## src/hw/rtl/gsl_pkg.sv

```systemverilog
package gsl_pkg;

   localparam int unsigned CODE_W = 3;
   localparam int unsigned ROW_W = 4;
   localparam int unsigned COL_W = 5;
   localparam int unsigned CNT_W = 10;
   localparam int unsigned TOT_W = 12;
   localparam int unsigned XPOS_W = 15;
   localparam int unsigned YPOS_W = 14;
   localparam int unsigned CSR_IDX_W = 2;
   localparam int unsigned CSR_DATA_W = 10;

   localparam logic OP_WRITE_CELL = 1'b0;
   localparam logic OP_READING = 1'b1;

   localparam logic [CSR_IDX_W-1:0] CSR_MAP_WIDTH = 2'd0;
   localparam logic [CSR_IDX_W-1:0] CSR_MAP_HEIGHT = 2'd1;
   localparam logic [CSR_IDX_W-1:0] CSR_CELL_SCALE = 2'd2;

   localparam logic [1:0] DIR_ROW_FWD = 2'd0;
   localparam logic [1:0] DIR_ROW_REV = 2'd1;
   localparam logic [1:0] DIR_COL_FWD = 2'd2;
   localparam logic [1:0] DIR_COL_REV = 2'd3;

   localparam logic [1:0] HEAD_EAST = 2'd0;
   localparam logic [1:0] HEAD_90 = 2'd1;
   localparam logic [1:0] HEAD_180 = 2'd2;
   localparam logic [1:0] HEAD_270 = 2'd3;

   typedef struct packed {
      logic opcode;
      logic [ROW_W-1:0] cell_row;
      logic [COL_W-1:0] cell_col;
      logic [CODE_W-1:0] color_code;
   } req_type;

   typedef struct packed {
      logic located;
      logic [XPOS_W-1:0] x_pos;
      logic [YPOS_W-1:0] y_pos;
      logic [1:0] heading;
      logic [TOT_W-1:0] total_matches;
      logic [CNT_W-1:0] row_fwd_matches;
      logic [CNT_W-1:0] row_rev_matches;
      logic [CNT_W-1:0] col_fwd_matches;
      logic [CNT_W-1:0] col_rev_matches;
      logic [5:0] reading_count;
      logic overflow;
   } rsp_type;

   typedef struct packed {
      logic [CSR_IDX_W-1:0] index;
      logic [CSR_DATA_W-1:0] data;
   } csr_type;

   // controller to datapath
   typedef struct packed {
      logic take_req;      // latch request, write map
      logic start_search;  // append reading, clear counters and scan indices
      logic issue_read;    // read map and reading stores at current indices
      logic compare;       // compare returned data, advance
      logic finish;        // resolve location, form result
   } cmd_type;

   // datapath to controller
   typedef struct packed {
      logic is_write;
      logic search_done;
   } sts_type;

endpackage

```

## src/hw/rtl/gsl_if.sv

```systemverilog
interface gsl_req_if import gsl_pkg::*; ();
   logic valid;
   logic ready;
   req_type payload;
   modport source (output valid, output payload, input ready);
   modport sink (input valid, input payload, output ready);
endinterface

interface gsl_rsp_if import gsl_pkg::*; ();
   logic valid;
   logic ready;
   rsp_type payload;
   modport source (output valid, output payload, input ready);
   modport sink (input valid, input payload, output ready);
endinterface

interface gsl_csr_if import gsl_pkg::*; ();
   logic valid;
   logic ready;
   csr_type payload;
   modport source (output valid, output payload, input ready);
   modport sink (input valid, input payload, output ready);
endinterface

```

## src/hw/rtl/gsl_ram.sv

```systemverilog
module gsl_ram #(
   parameter int unsigned WIDTH = 3,
   parameter int unsigned DEPTH = 512
) (
   input  logic clock,
   input  logic wr_en,
   input  logic [$clog2(DEPTH)-1:0] wr_addr,
   input  logic [WIDTH-1:0] wr_data,
   input  logic [$clog2(DEPTH)-1:0] rd_addr,
   output logic [WIDTH-1:0] rd_data
);
   logic [WIDTH-1:0] mem [DEPTH];
   logic [WIDTH-1:0] rd_data_ff;

   always_ff @(posedge clock) begin
      if (wr_en) begin
         mem[wr_addr] <= wr_data;
      end
      rd_data_ff <= mem[rd_addr];
   end

   assign rd_data = rd_data_ff;
endmodule

```

## src/hw/rtl/gsl_ctrl.sv

```systemverilog
module gsl_ctrl import gsl_pkg::*; (
   input  logic clock,
   input  logic reset,
   input  logic req_valid,
   output logic req_ready,
   output logic rsp_valid,
   input  logic rsp_ready,
   input  sts_type sts,
   output cmd_type cmd
);
   localparam logic [2:0] ST_IDLE = 3'd0;
   localparam logic [2:0] ST_DECIDE = 3'd1;
   localparam logic [2:0] ST_READ = 3'd2;
   localparam logic [2:0] ST_CMP = 3'd3;
   localparam logic [2:0] ST_FINISH = 3'd4;
   localparam logic [2:0] ST_OUT = 3'd5;

   logic [2:0] state_ff, state_in;

   always_comb begin
      state_in = state_ff;
      cmd = '0;
      req_ready = 1'b0;
      rsp_valid = 1'b0;
      unique case (state_ff)
         ST_IDLE: begin
            req_ready = 1'b1;
            if (req_valid) begin
               cmd.take_req = 1'b1;
               state_in = ST_DECIDE;
            end
         end
         ST_DECIDE: begin
            if (sts.is_write) begin
               state_in = ST_IDLE;
            end else begin
               cmd.start_search = 1'b1;
               state_in = ST_READ;
            end
         end
         ST_READ: begin
            if (sts.search_done) begin
               state_in = ST_FINISH;
            end else begin
               cmd.issue_read = 1'b1;
               state_in = ST_CMP;
            end
         end
         ST_CMP: begin
            cmd.compare = 1'b1;
            state_in = ST_READ;
         end
         ST_FINISH: begin
            cmd.finish = 1'b1;
            state_in = ST_OUT;
         end
         ST_OUT: begin
            rsp_valid = 1'b1;
            if (rsp_ready) begin
               state_in = ST_IDLE;
            end
         end
         default: state_in = ST_IDLE;
      endcase
   end

   always_ff @(posedge clock) begin
      if (reset) begin
         state_ff <= ST_IDLE;
      end else begin
         state_ff <= state_in;
      end
   end
endmodule

```

## src/hw/rtl/gsl_dp.sv

```systemverilog
module gsl_dp import gsl_pkg::*; #(
   parameter int unsigned MAX_WIDTH = 32,
   parameter int unsigned MAX_HEIGHT = 16,
   parameter int unsigned MAX_READS = 32
) (
   input  logic clock,
   input  logic reset,
   input  req_type req,
   input  logic csr_we,
   input  csr_type csr,
   input  cmd_type cmd,
   output sts_type sts,
   output rsp_type rsp
);
   localparam int unsigned XW = $clog2(MAX_WIDTH);
   localparam int unsigned YW = $clog2(MAX_HEIGHT);
   localparam int unsigned AW = XW + YW;
   localparam int unsigned RAW = $clog2(MAX_READS);
   localparam int unsigned NW = $clog2(MAX_READS + 1);
   localparam int unsigned XCW = $clog2(MAX_WIDTH + 1);
   localparam int unsigned YCW = $clog2(MAX_HEIGHT + 1);
   localparam int unsigned SUMW = XCW + YCW + NW + 1;

   // configuration
   logic [5:0] map_width_ff;
   logic [4:0] map_height_ff;
   logic [9:0] cell_scale_ff;

   always_ff @(posedge clock) begin
      if (reset) begin
         map_width_ff <= 6'd18;
         map_height_ff <= 5'd10;
         cell_scale_ff <= 10'd100;
      end else if (csr_we) begin
         unique case (csr.index)
            CSR_MAP_WIDTH: map_width_ff <= csr.data[5:0];
            CSR_MAP_HEIGHT: map_height_ff <= csr.data[4:0];
            CSR_CELL_SCALE: cell_scale_ff <= csr.data;
            default: ;
         endcase
      end
   end

   logic [XCW-1:0] w_sat;
   logic [YCW-1:0] h_sat;
   always_comb begin
      if (map_width_ff == 6'd0) w_sat = XCW'(1);
      else if (32'(map_width_ff) > MAX_WIDTH) w_sat = XCW'(MAX_WIDTH);
      else w_sat = XCW'(map_width_ff);
      if (map_height_ff == 5'd0) h_sat = YCW'(1);
      else if (32'(map_height_ff) > MAX_HEIGHT) h_sat = YCW'(MAX_HEIGHT);
      else h_sat = YCW'(map_height_ff);
   end

   // request latch
   req_type req_ff;
   always_ff @(posedge clock) begin
      if (cmd.take_req) req_ff <= req;
   end
   assign sts.is_write = (req_ff.opcode == OP_WRITE_CELL);

   // sequence store fill
   logic [NW-1:0] n_ff;
   logic overflow_ff;
   logic append;
   assign append = cmd.start_search && (32'(n_ff) < MAX_READS);

   always_ff @(posedge clock) begin
      if (reset) begin
         n_ff <= '0;
      end else if (append) begin
         n_ff <= n_ff + NW'(1);
      end
   end
   always_ff @(posedge clock) begin
      if (cmd.start_search) overflow_ff <= !append;
   end

   // scan indices
   logic [1:0] dir_ff;
   logic [XCW-1:0] x_ff;
   logic [YCW-1:0] y_ff;
   logic [NW-1:0] i_ff;
   logic ok_ff, done_ff, skip_ff;
   logic [XCW-1:0] xs;
   logic [YCW-1:0] ys;
   logic [NW-1:0] n_use;
   assign n_use = n_ff;

   always_comb begin
      if (dir_ff[1] == 1'b0) begin
         xs = (32'(n_use) <= 32'(w_sat)) ? XCW'(32'(w_sat) - 32'(n_use) + 1) : '0;
         ys = h_sat;
      end else begin
         xs = w_sat;
         ys = (32'(n_use) <= 32'(h_sat)) ? YCW'(32'(h_sat) - 32'(n_use) + 1) : '0;
      end
   end

   // memories
   logic map_we;
   logic [AW-1:0] map_waddr, map_raddr;
   logic [CODE_W-1:0] map_rdata, seq_rdata;
   logic [RAW-1:0] seq_raddr;
   logic [XCW-1:0] cx;
   logic [YCW-1:0] cy;

   assign map_we = cmd.take_req && (req.opcode == OP_WRITE_CELL)
                   && (32'(req.cell_row) < MAX_HEIGHT) && (32'(req.cell_col) < MAX_WIDTH);
   assign map_waddr = {YW'(req.cell_row), XW'(req.cell_col)};

   always_comb begin
      if (dir_ff[1] == 1'b0) begin
         cx = XCW'(32'(x_ff) + 32'(i_ff));
         cy = y_ff;
      end else begin
         cx = x_ff;
         cy = YCW'(32'(y_ff) + 32'(i_ff));
      end
      if (dir_ff[0]) seq_raddr = RAW'(32'(n_use) - 1 - 32'(i_ff));
      else seq_raddr = RAW'(i_ff);
   end
   assign map_raddr = {cy[YW-1:0], cx[XW-1:0]};

   gsl_ram #(.WIDTH(CODE_W), .DEPTH(2 ** AW)) u_map (
      .clock(clock), .wr_en(map_we), .wr_addr(map_waddr), .wr_data(req.color_code),
      .rd_addr(map_raddr), .rd_data(map_rdata)
   );

   gsl_ram #(.WIDTH(CODE_W), .DEPTH(MAX_READS)) u_seq (
      .clock(clock), .wr_en(append), .wr_addr(n_ff[RAW-1:0]),
      .wr_data(req_ff.color_code), .rd_addr(seq_raddr), .rd_data(seq_rdata)
   );

   // counters and hit
   logic [CNT_W-1:0] cnt_ff [4];
   logic [1:0] hit_dir_ff;
   logic [XCW-1:0] hit_x_ff;
   logic [YCW-1:0] hit_y_ff;
   logic match_bit, win_last;
   assign match_bit = (map_rdata == seq_rdata);
   assign win_last = (32'(i_ff) + 1 >= 32'(n_use));

   assign sts.search_done = done_ff;

   always_ff @(posedge clock) begin
      if (cmd.start_search) begin
         dir_ff <= DIR_ROW_FWD;
         x_ff <= '0;
         y_ff <= '0;
         i_ff <= '0;
         ok_ff <= 1'b1;
         done_ff <= 1'b0;
         for (int d = 0; d < 4; d++) cnt_ff[d] <= '0;
      end else if (cmd.issue_read) begin
         skip_ff <= (xs == '0 || ys == '0);
         // empty orientation: skip it
         if (xs == '0 || ys == '0) begin
            if (dir_ff == DIR_COL_REV) done_ff <= 1'b1;
            dir_ff <= dir_ff + 2'd1;
         end
      end else if (cmd.compare) begin
         if (!skip_ff) begin
            if (!win_last && ok_ff && match_bit) begin
               i_ff <= i_ff + NW'(1);
            end else begin
               if (ok_ff && match_bit) begin
                  cnt_ff[dir_ff] <= cnt_ff[dir_ff] + CNT_W'(1);
                  hit_dir_ff <= dir_ff;
                  hit_x_ff <= x_ff;
                  hit_y_ff <= y_ff;
               end
               i_ff <= '0;
               ok_ff <= 1'b1;
               if (32'(x_ff) + 1 < 32'(xs)) begin
                  x_ff <= x_ff + XCW'(1);
               end else begin
                  x_ff <= '0;
                  if (32'(y_ff) + 1 < 32'(ys)) begin
                     y_ff <= y_ff + YCW'(1);
                  end else begin
                     y_ff <= '0;
                     if (dir_ff == DIR_COL_REV) done_ff <= 1'b1;
                     dir_ff <= dir_ff + 2'd1;
                  end
               end
            end
         end
      end
   end

   // location
   logic [TOT_W-1:0] total;
   assign total = TOT_W'(cnt_ff[0]) + TOT_W'(cnt_ff[1]) + TOT_W'(cnt_ff[2])
                  + TOT_W'(cnt_ff[3]);

   logic [COL_W-1:0] last_col_ff;
   logic [ROW_W-1:0] last_row_ff;
   logic [1:0] last_head_ff;
   logic [SUMW-1:0] fx, fy;
   assign fx = SUMW'(hit_x_ff) + SUMW'(n_use) - SUMW'(1);
   assign fy = SUMW'(hit_y_ff) + SUMW'(n_use) - SUMW'(1);

   always_ff @(posedge clock) begin
      if (reset) begin
         last_col_ff <= '0;
         last_row_ff <= '0;
         last_head_ff <= HEAD_EAST;
      end else if (cmd.finish && total == TOT_W'(1)) begin
         unique case (hit_dir_ff)
            DIR_ROW_FWD: begin
               last_col_ff <= fx[COL_W-1:0];
               last_row_ff <= ROW_W'(hit_y_ff);
               last_head_ff <= HEAD_EAST;
            end
            DIR_ROW_REV: begin
               last_col_ff <= COL_W'(hit_x_ff);
               last_row_ff <= ROW_W'(hit_y_ff);
               last_head_ff <= HEAD_180;
            end
            DIR_COL_FWD: begin
               last_col_ff <= COL_W'(hit_x_ff);
               last_row_ff <= fy[ROW_W-1:0];
               last_head_ff <= HEAD_90;
            end
            default: begin
               last_col_ff <= COL_W'(hit_x_ff);
               last_row_ff <= ROW_W'(hit_y_ff);
               last_head_ff <= HEAD_270;
            end
         endcase
      end
   end

   logic located_ff;
   always_ff @(posedge clock) begin
      if (cmd.finish) located_ff <= (total == TOT_W'(1));
   end

   logic [14:0] xp;
   logic [13:0] yp;
   assign xp = 15'(last_col_ff * cell_scale_ff);
   assign yp = 14'(last_row_ff * cell_scale_ff);

   always_comb begin
      rsp.located = located_ff;
      rsp.x_pos = xp;
      rsp.y_pos = yp;
      rsp.heading = last_head_ff;
      rsp.total_matches = total;
      rsp.row_fwd_matches = cnt_ff[0];
      rsp.row_rev_matches = cnt_ff[1];
      rsp.col_fwd_matches = cnt_ff[2];
      rsp.col_rev_matches = cnt_ff[3];
      rsp.reading_count = 6'(n_ff);
      rsp.overflow = overflow_ff;
   end
endmodule

```

## src/hw/rtl/grid_sequence_localizer_unit.sv

```systemverilog
// channel  | direction | payload
// req      | in        | opcode, cell_row, cell_col, color_code
// rsp      | out       | location, match counts, reading count, overflow
// csr      | in        | register index, write data
// a cell write: idle and decide states; a reading: read and compare states per
// map cell compared (each window stops at its first mismatch) and per empty
// orientation, then finish and output, as the one map read port scans each cell
// reset: synchronous, readings cleared, location zero, registers at defaults
// a stalled response holds the block; no new request is taken until it goes
module grid_sequence_localizer_unit import gsl_pkg::*; #(
   parameter int unsigned MAX_WIDTH = 32,
   parameter int unsigned MAX_HEIGHT = 16,
   parameter int unsigned MAX_READS = 32
) (
   input logic clock,
   input logic reset,
   gsl_req_if.sink req_ch,
   gsl_rsp_if.source rsp_ch,
   gsl_csr_if.sink csr_ch
);
   cmd_type cmd;
   sts_type sts;

   assign csr_ch.ready = 1'b1;

   gsl_ctrl u_ctrl (
      .clock(clock), .reset(reset),
      .req_valid(req_ch.valid), .req_ready(req_ch.ready),
      .rsp_valid(rsp_ch.valid), .rsp_ready(rsp_ch.ready),
      .sts(sts), .cmd(cmd)
   );

   gsl_dp #(.MAX_WIDTH(MAX_WIDTH), .MAX_HEIGHT(MAX_HEIGHT), .MAX_READS(MAX_READS)) u_dp (
      .clock(clock), .reset(reset), .req(req_ch.payload),
      .csr_we(csr_ch.valid), .csr(csr_ch.payload),
      .cmd(cmd), .sts(sts), .rsp(rsp_ch.payload)
   );
endmodule

```

## src/flat_wrapper.sv

```systemverilog
// flat-port wrapper written by rule: the top's interface ports become plain ports
module grid_sequence_localizer_unit_flat import gsl_pkg::*;
#(
   parameter int unsigned MAX_WIDTH = 32,
   parameter int unsigned MAX_HEIGHT = 16,
   parameter int unsigned MAX_READS = 32
)
  (clock, reset, req_ch_valid, req_ch_payload, req_ch_ready, rsp_ch_valid, rsp_ch_payload, rsp_ch_ready, csr_ch_valid, csr_ch_payload, csr_ch_ready);
  gsl_req_if req_ch_i ();
  gsl_rsp_if rsp_ch_i ();
  gsl_csr_if csr_ch_i ();
  input logic clock;
  input logic reset;
  input wire logic [$bits(req_ch_i.valid)-1:0] req_ch_valid;
  input wire logic [$bits(req_ch_i.payload)-1:0] req_ch_payload;
  output wire logic [$bits(req_ch_i.ready)-1:0] req_ch_ready;
  output wire logic [$bits(rsp_ch_i.valid)-1:0] rsp_ch_valid;
  output wire logic [$bits(rsp_ch_i.payload)-1:0] rsp_ch_payload;
  input wire logic [$bits(rsp_ch_i.ready)-1:0] rsp_ch_ready;
  input wire logic [$bits(csr_ch_i.valid)-1:0] csr_ch_valid;
  input wire logic [$bits(csr_ch_i.payload)-1:0] csr_ch_payload;
  output wire logic [$bits(csr_ch_i.ready)-1:0] csr_ch_ready;
  assign req_ch_i.valid = req_ch_valid;
  assign req_ch_i.payload = req_ch_payload;
  assign req_ch_ready = req_ch_i.ready;
  assign rsp_ch_valid = rsp_ch_i.valid;
  assign rsp_ch_payload = rsp_ch_i.payload;
  assign rsp_ch_i.ready = rsp_ch_ready;
  assign csr_ch_i.valid = csr_ch_valid;
  assign csr_ch_i.payload = csr_ch_payload;
  assign csr_ch_ready = csr_ch_i.ready;
  grid_sequence_localizer_unit #(.MAX_WIDTH(MAX_WIDTH), .MAX_HEIGHT(MAX_HEIGHT), .MAX_READS(MAX_READS)) u_core (.clock(clock), .reset(reset), .req_ch(req_ch_i), .rsp_ch(rsp_ch_i), .csr_ch(csr_ch_i));
endmodule
```

## config.mk

```make
export PLATFORM = sky130hd
export DESIGN_NAME = grid_sequence_localizer_unit_flat
export DESIGN_NICKNAME = d
export VERILOG_FILES = /design/src/hw/rtl/gsl_pkg.sv /design/src/hw/rtl/gsl_if.sv /design/src/hw/rtl/gsl_ram.sv /design/src/hw/rtl/gsl_ctrl.sv /design/src/hw/rtl/gsl_dp.sv /design/src/hw/rtl/grid_sequence_localizer_unit.sv /design/src/flat_wrapper.sv
export SDC_FILE = /design/constraint.sdc
export NUM_CORES = 2
export LEC_CHECK = 0
export BUFFER_PORTS_ARGS = -buffer_cell sky130_fd_sc_hd__buf_2
export CAP_MARGIN = 20
export CORE_ASPECT_RATIO = 0.5
export CORE_MARGIN = 1
export CORE_UTILIZATION = 63
export CTS_CLUSTER_SIZE = 25
export DETAILED_ROUTE_END_ITERATION = 10
export PLACE_DENSITY = 0.84
export SKIP_CTS_REPAIR_TIMING = 1
export SYNTH_ARGS = -nofsm -noshare
export SYNTH_HDL_FRONTEND = slang
export SYNTH_HIERARCHICAL = 1
export SYNTH_SLANG_ARGS = --single-unit
```

## constraint.sdc

```tcl
create_clock -name clock -period 5.84 [get_ports clock]
set_input_delay 1.168 -clock clock [delete_from_list [all_inputs] [get_ports clock]]
set_output_delay 1.168 -clock clock [all_outputs]
set_load 0.01 [all_outputs]
```

# --- Word level (Yosys, flattened, before mapping) ---
# Memory sizes are Yosys's and may differ from the RTL's. A register that Yosys moved wholly into a read port is not among the register bits.
# Index checks and enable logic that the tools add are counted.
classes:
  add_sub_neg: 24
  multipliers: 2
  magnitude_cmp: 8
  n_eq_ne: 19
  n_mux: 65
  n_bitwise: 6
  n_reduce_logical: 26
op_table:
  columns: ["operator", "n"]
  rows:
  - ["5-bit 2-to-1 mux", 8]
  - ["6-bit 2-to-1 mux", 6]
  - ["1-bit 2-to-1 mux", 32]
  - ["2-bit 2-to-1 mux", 11]
  - ["6-bit by 1-bit adder with 6-bit output, second input constant", 3]
  - ["3-bit case mux with 6 select lines", 1]
  - ["5-bit by 10-bit multiplier with 15-bit output", 1]
  - ["6-bit by 1-bit adder with 7-bit output, second input constant", 2]
  - ["4-bit by 10-bit multiplier with 14-bit output", 1]
  - ["11-bit by 10-bit adder with 12-bit output", 1]
  - ["12-bit by 10-bit adder with 12-bit output", 1]
  - ["12-bit by 1-bit equality test with 1-bit output, second input constant", 1]
  - ["6-bit logical NOT", 2]
  - ["6-bit AND reduction", 2]
  - ["10-bit by 10-bit adder with 11-bit output", 1]
  - ["10-bit by 1-bit adder with 10-bit output, second input constant", 1]
  - ["5-bit adder", 2]
  - ["5-bit logical NOT", 2]
  - ["10-bit 2-to-1 mux", 1]
  - ["2-bit AND reduction", 5]
  - ["10-bit OR reduction", 1]
  - ["5-bit by 1-bit subtractor with 5-bit output, second input constant", 2]
  - ["5-bit subtractor", 2]
  - ["3-bit 2-to-1 mux", 3]
  - ["other kinds (36)", 58]
totals:
  regBits: 79
  ramBits: 1672
  wordCells: 174
  mem_count: 3
mem_list:
  columns: ["memory", "words", "width", "rd", "rd_ports_with_merged_regs", "write_ports", "line_no", "source"]
  rows:
  - ["u_core.u_dp.u_map.mem", 512, 3, 1, 1, 1, "gsl_ram.sv:12", "logic [WIDTH-1:0] mem [DEPTH];"]
  - ["u_core.u_dp.u_seq.mem", 32, 3, 1, 1, 1, "gsl_ram.sv:12", null]
  - ["u_core.u_dp.cnt_ff", 4, 10, 5, 1, 4, "gsl_dp.sv:136", "logic [CNT_W-1:0] cnt_ff [4];"]

# --- Depth between registers and ports, before layout ---
logic_depth:
  word_depth: 16
  depth_mapped: 19
  ltp_nobuf: 18

# --- Hierarchy ---
# Netlist, hierarchy kept.
modules_own_cells:
  columns: ["module", "instances", "cells_each", "area_each_um2", "seq_area_each_um2"]
  rows:
  - ["gsl_ram (u_core.u_dp.u_map)", 1, 3446, 62271.0, 46184.3]
  - ["gsl_dp", 1, 1122, 10671.5, 2942.8]
  - ["gsl_ram (u_core.u_dp.u_seq)", 1, 185, 3916.3, 2942.8]
  - ["gsl_ctrl", 1, 23, 212.7, 60.1]
  - ["grid_sequence_localizer_unit", 1, 2, 11.3, 0.0]

# --- Least setup slack after synthesis ---
# Ideal clock, no wire load.
synth_path:
  path_kind: "register -> output"
  start: "register u_core.u_dp.last_col_ff[4]"
  end: "output rsp_ch_payload[89]"
  t_arrival_ns: 3.853
  t_required_ns: 4.672
  path_slack_ns: 0.819
  stages_incl_launch_ff: 15
  path_cell_list: "dfxtp_1 -> clkbuf_1 -> nand2_1 -> fa_1 -> fa_1 -> fa_1 -> inv_1 -> ha_1 -> a21o_1 -> a21oi_1 -> nor2b_1 -> nor4_1 -> o31ai_1 -> o41ai_1 -> xnor2_1"
synth_between:
  elab_chain_cells: 1
synth_lines:
  columns: ["item", "line_no", "source"]
  rows:
  - ["start, declared", "gsl_dp.sv:197", "logic [COL_W-1:0] last_col_ff;"]
  - ["start signal, assigned", "gsl_dp.sv:212", "last_col_ff <= fx[COL_W-1:0];"]
  - ["start signal, assigned", "gsl_dp.sv:217", "last_col_ff <= COL_W'(hit_x_ff);"]
  - ["start signal, assigned", "gsl_dp.sv:222", "last_col_ff <= COL_W'(hit_x_ff);"]
  - ["5-bit by 10-bit multiplier with 15-bit output", "gsl_dp.sv:242", "assign xp = 15'(last_col_ff * cell_scale_ff);"]
  - ["end, declared", "flat_wrapper.sv:18", "output wire logic [$bits(rsp_ch_i.payload)-1:0] rsp_ch_payload;"]
# Every way passes these cells.

# --- Worst setup path after layout ---
layout_path:
  start: "register u_core.u_dp.cell_scale_ff[2]"
  end: "output rsp_ch_payload[89]"
layout_between:
  elab_chain_cells: 1
layout_lines:
  columns: ["item", "line_no", "source"]
  rows:
  - ["start, declared", "gsl_dp.sv:27", "logic [9:0] cell_scale_ff;"]
  - ["start signal, assigned", "gsl_dp.sv:38", "CSR_CELL_SCALE: cell_scale_ff <= csr.data;"]
  - ["5-bit by 10-bit multiplier with 15-bit output", "gsl_dp.sv:242", null]
# Every way passes these cells.

==> out/metrics.yaml <==
outcome: "finished clean"
intPower_mw: 20.5
yosysUniqueCellTypes: 97
grt_max_degree: 180
synth_most_common_cell: "edfxtp_1"
synth_seq_cells: 1759
antenna_found_initial: 2
timing.hold.ws_ns: 0.474
p_comb_share_pct: 10.6
root_buffer: "clkbuf_16"
std_cell_rows: 90
final_cells: 6577
p_per_area_mw_per_mm2: 317
clock_path_buffers: 3
synth_nets: 4999
die_h_um: 249
dp_cells: 6299
fin_area_mm2: 0.0839
wl_mm: 184
post-place-ws_ns: 0.440
setup_viol: 0
ant_nets: 0
hpwl_mm: 108
drv_cap: 0
syn_avg_cell_area_um2: 16.1
synth-edff-count: 1690
critical_path.startpoint: "u_core/u_dp/cell_scale_ff[2]$_SDFFE_PP1P_"
dr.pass1.iters: 8
start_kind: "flip-flop"
via_per_inst: 6.79
port_buffers: 122
multiInputGateArea_mm2: 0.0230
period_share_pct: 98.0
grt_usage_pct: 29.7
cts_tree: "done"
holdCritStartpoint: "u_core/u_dp/last_head_ff[0]$_SDFFE_PP0P_"
drive_gt1_share_pct: 16.0
grt.overflow.total: 0
synth_cells: 4778
switching_share_pct: 23.0
crit_required_ns: 4.67
clock_latency_ns: 0.79
cts.sinks: 1759
core_mm2: 0.121
vias: 44700
final_core_util_pct: 69.4
netlist_area_mm2: 0.0771
cp_max_fo: 6
grt_pass1_wl_mm: 273
finalHoldViolCount: 0
drtIter0Drc: 6487
yosysTopAreaCell: "edfxtp_1"
pwr-share-clk_pct: 36.9
die_w_um: 497
synthTopCellsByCount: "1,690 x edfxtp_1, 689 x nor2_1, 292 x mux2i_1"
pwr-share-seq_pct: 52.5
ir_worst_vdd_v: 0.000277
maxSlewViolCount: 0
drc_errors: 0
fin_skew_ns: 0.0332
io_pins: 124
gp_congestion: 0.896
placed_area_mm2: 0.0789
yosysTopAreaCellShare_pct: 65.8
rr_startpoint: "u_core/u_dp/x_ff[0]$_SDFFE_PP0P_"
clk_pin_slew_ns: 0.06
p_leak_nw: 26.9
rsz0062_at_grt: "true"
arrival_ns: 4.55
yosysWarnings: 6
area_growth_pct: 8.85
post_drt_wl_per_cell_um: 27.9
yosys-top-cells-area: "edfxtp_1 66%, mux4_2 7.2%, mux2i_1 3.8%"
worst_pin_slew_ns: 1.32
dieArea_mm2: 0.124
clock.fmax_mhz: 175
layout.nets: 5070
synthArstFlopShare_pct: 0
htree_levels: 4
synthFlopType: "edfxtp_1"
hold_path.class: "flip-flop to flip-flop"
grt_pass1_vias: 44600
nFillCells: 7122
slew_headroom_pct: 11.5
finalCriticalPeriod_ns: 5.72
setup_ws_ns: 0.119
worstSetupEndpointType: "output pin"
cts_made_buffers: 147
initial_core_util_pct: 63.7
worstSetupPathType: "flip-flop to output pin"
p_switching_mw: 6.10
seq_area_frac_synth_pct: 67.6
seq_area_mm2: 0.0522
==> through the flow <==
step / power [mW] / setup TNS, ns
floorplan: 16.4 / 0
global placement: 16.9 / 0
detailed placement: 17.0 / 0
CTS: 26.6 / -0.786
global route: 27.3 / -0.0549
finish: 26.6 / 0
==> metal layers <==
| metal | vias to the layer above | GRT usage, % | share of wire, % |
|---|---|---|---|
| li1 | 18700 | - | - |
| met1 | 22300 | 39.8 | 35 |
| met2 | 3189 | 47.6 | 48 |
| met3 | 509 | 6.89 | 13 |
| met4 | 2 | 11.9 | 4.1 |
| met5 | - | 0 | 0.011 |
==> critical path, cell delays in order, from the launching register on <==
cell and delay, ns:
dfxtp_4 0.38, nand2_2 0.06, fa_1 0.55, fa_1 0.44
fa_1 0.54, inv_1 0.07, ha_4 0.25, a21o_1 0.18
a21oi_4 0.15, nor2b_2 0.07, nor4_4 0.25, o31ai_2 0.12
o41ai_2 0.42, xnor2_1 0.15, buf_2 0.14
==> worst paths after layout <==
| check | end | slack, ns | depth (start not counted) |
|---|---|---|---|
| setup / recovery | rsp_ch_payload[89] | 0.12 | 14 |
| hold / removal | u_core/u_dp/last_head_ff[0]$_SDFFE_PP0P_ | 0.47 | 2 |
| setup reg to reg | u_core/u_dp/u_map/rd_data[1]$_DFF_P_ | 1.10 | 13 |
| hold reg to reg | u_core/u_dp/last_head_ff[0]$_SDFFE_PP0P_ | 0.47 | 2 |
==> layout make-up <==
class / instances / area share, %
clock buffers: 183 / 4.75
well taps: 1610 / 2.40
repair buffers: 218 / 1.92
inverters: 109 / 0.491
clock inverters: 83 / 0.904
multi-input cells: 2614 / 27.4
diodes: 1 / 0.00298
flip-flops and latches: 1759 / 62.2
==> logic make-up after synthesis <==
group,after synthesis,share of synthesized area [%]
and+or+nand+nor,1182,6.76
other,1,0.00486
AOI/OAI and AO/OA,548,5.02
adders and majority gates,191,3.75
muxes,617,13.0
buffers and inverters,405,2.95
xor gates and xnor gates,75,0.852
DFF,1759,67.6
==> cells in the final DEF (no fill, tap or decap), drive strengths merged, types with 27 or more instances in the layout <==
master     n
mux4     291
nor3      31
inv      111
clkinv    65
fa        67
mux2      34
ha       124
and2      52
mux2i    292
xor2      29
xnor2     46
nand2    215
edfxtp  1690
a21oi    137
nand3     35
o22ai     61
nor2     689
o21ai     61
dfxtp     69
o221ai   131
buf      218
a22oi     27
clkbuf   183
==> power by group through the flow <==
stage          clock network [mW]  registers [mW]  logic [mW]
2_1_floorplan                   0            14.2        2.24
3_3_place_gp                    0            14.2        2.68
3_5_place_dp                    0            14.2        2.76
4_1_cts                      9.86            14.0        2.80
5_1_grt                      10.3            14.0        2.99
6_report                     9.81            14.0        2.83
==> registers in the layout, summed over array words and instances, names as in the netlist, 3 cells and up, named ones only <==
signal                     flops
u_core/u_dp/map_height_ff      5
u_core/u_dp/req_ff             4
u_core/u_dp/n_ff               6
u_core/u_dp/cnt_ff            40
u_core/u_dp/u_seq/mem         96
u_core/u_dp/i_ff               6
u_core/u_dp/hit_x_ff           5
u_core/u_dp/hit_y_ff           4
u_core/u_dp/y_ff               5
u_core/u_dp/u_map/mem       1536
u_core/u_dp/u_map/rd_data      3
u_core/u_dp/cell_scale_ff     10
u_core/u_ctrl/state_ff         3
u_core/u_dp/u_seq/rd_data      3
u_core/u_dp/map_width_ff       6
u_core/u_dp/x_ff               6
u_core/u_dp/last_col_ff        5
u_core/u_dp/last_row_ff        4
Power figures use the tool's default switching activity.
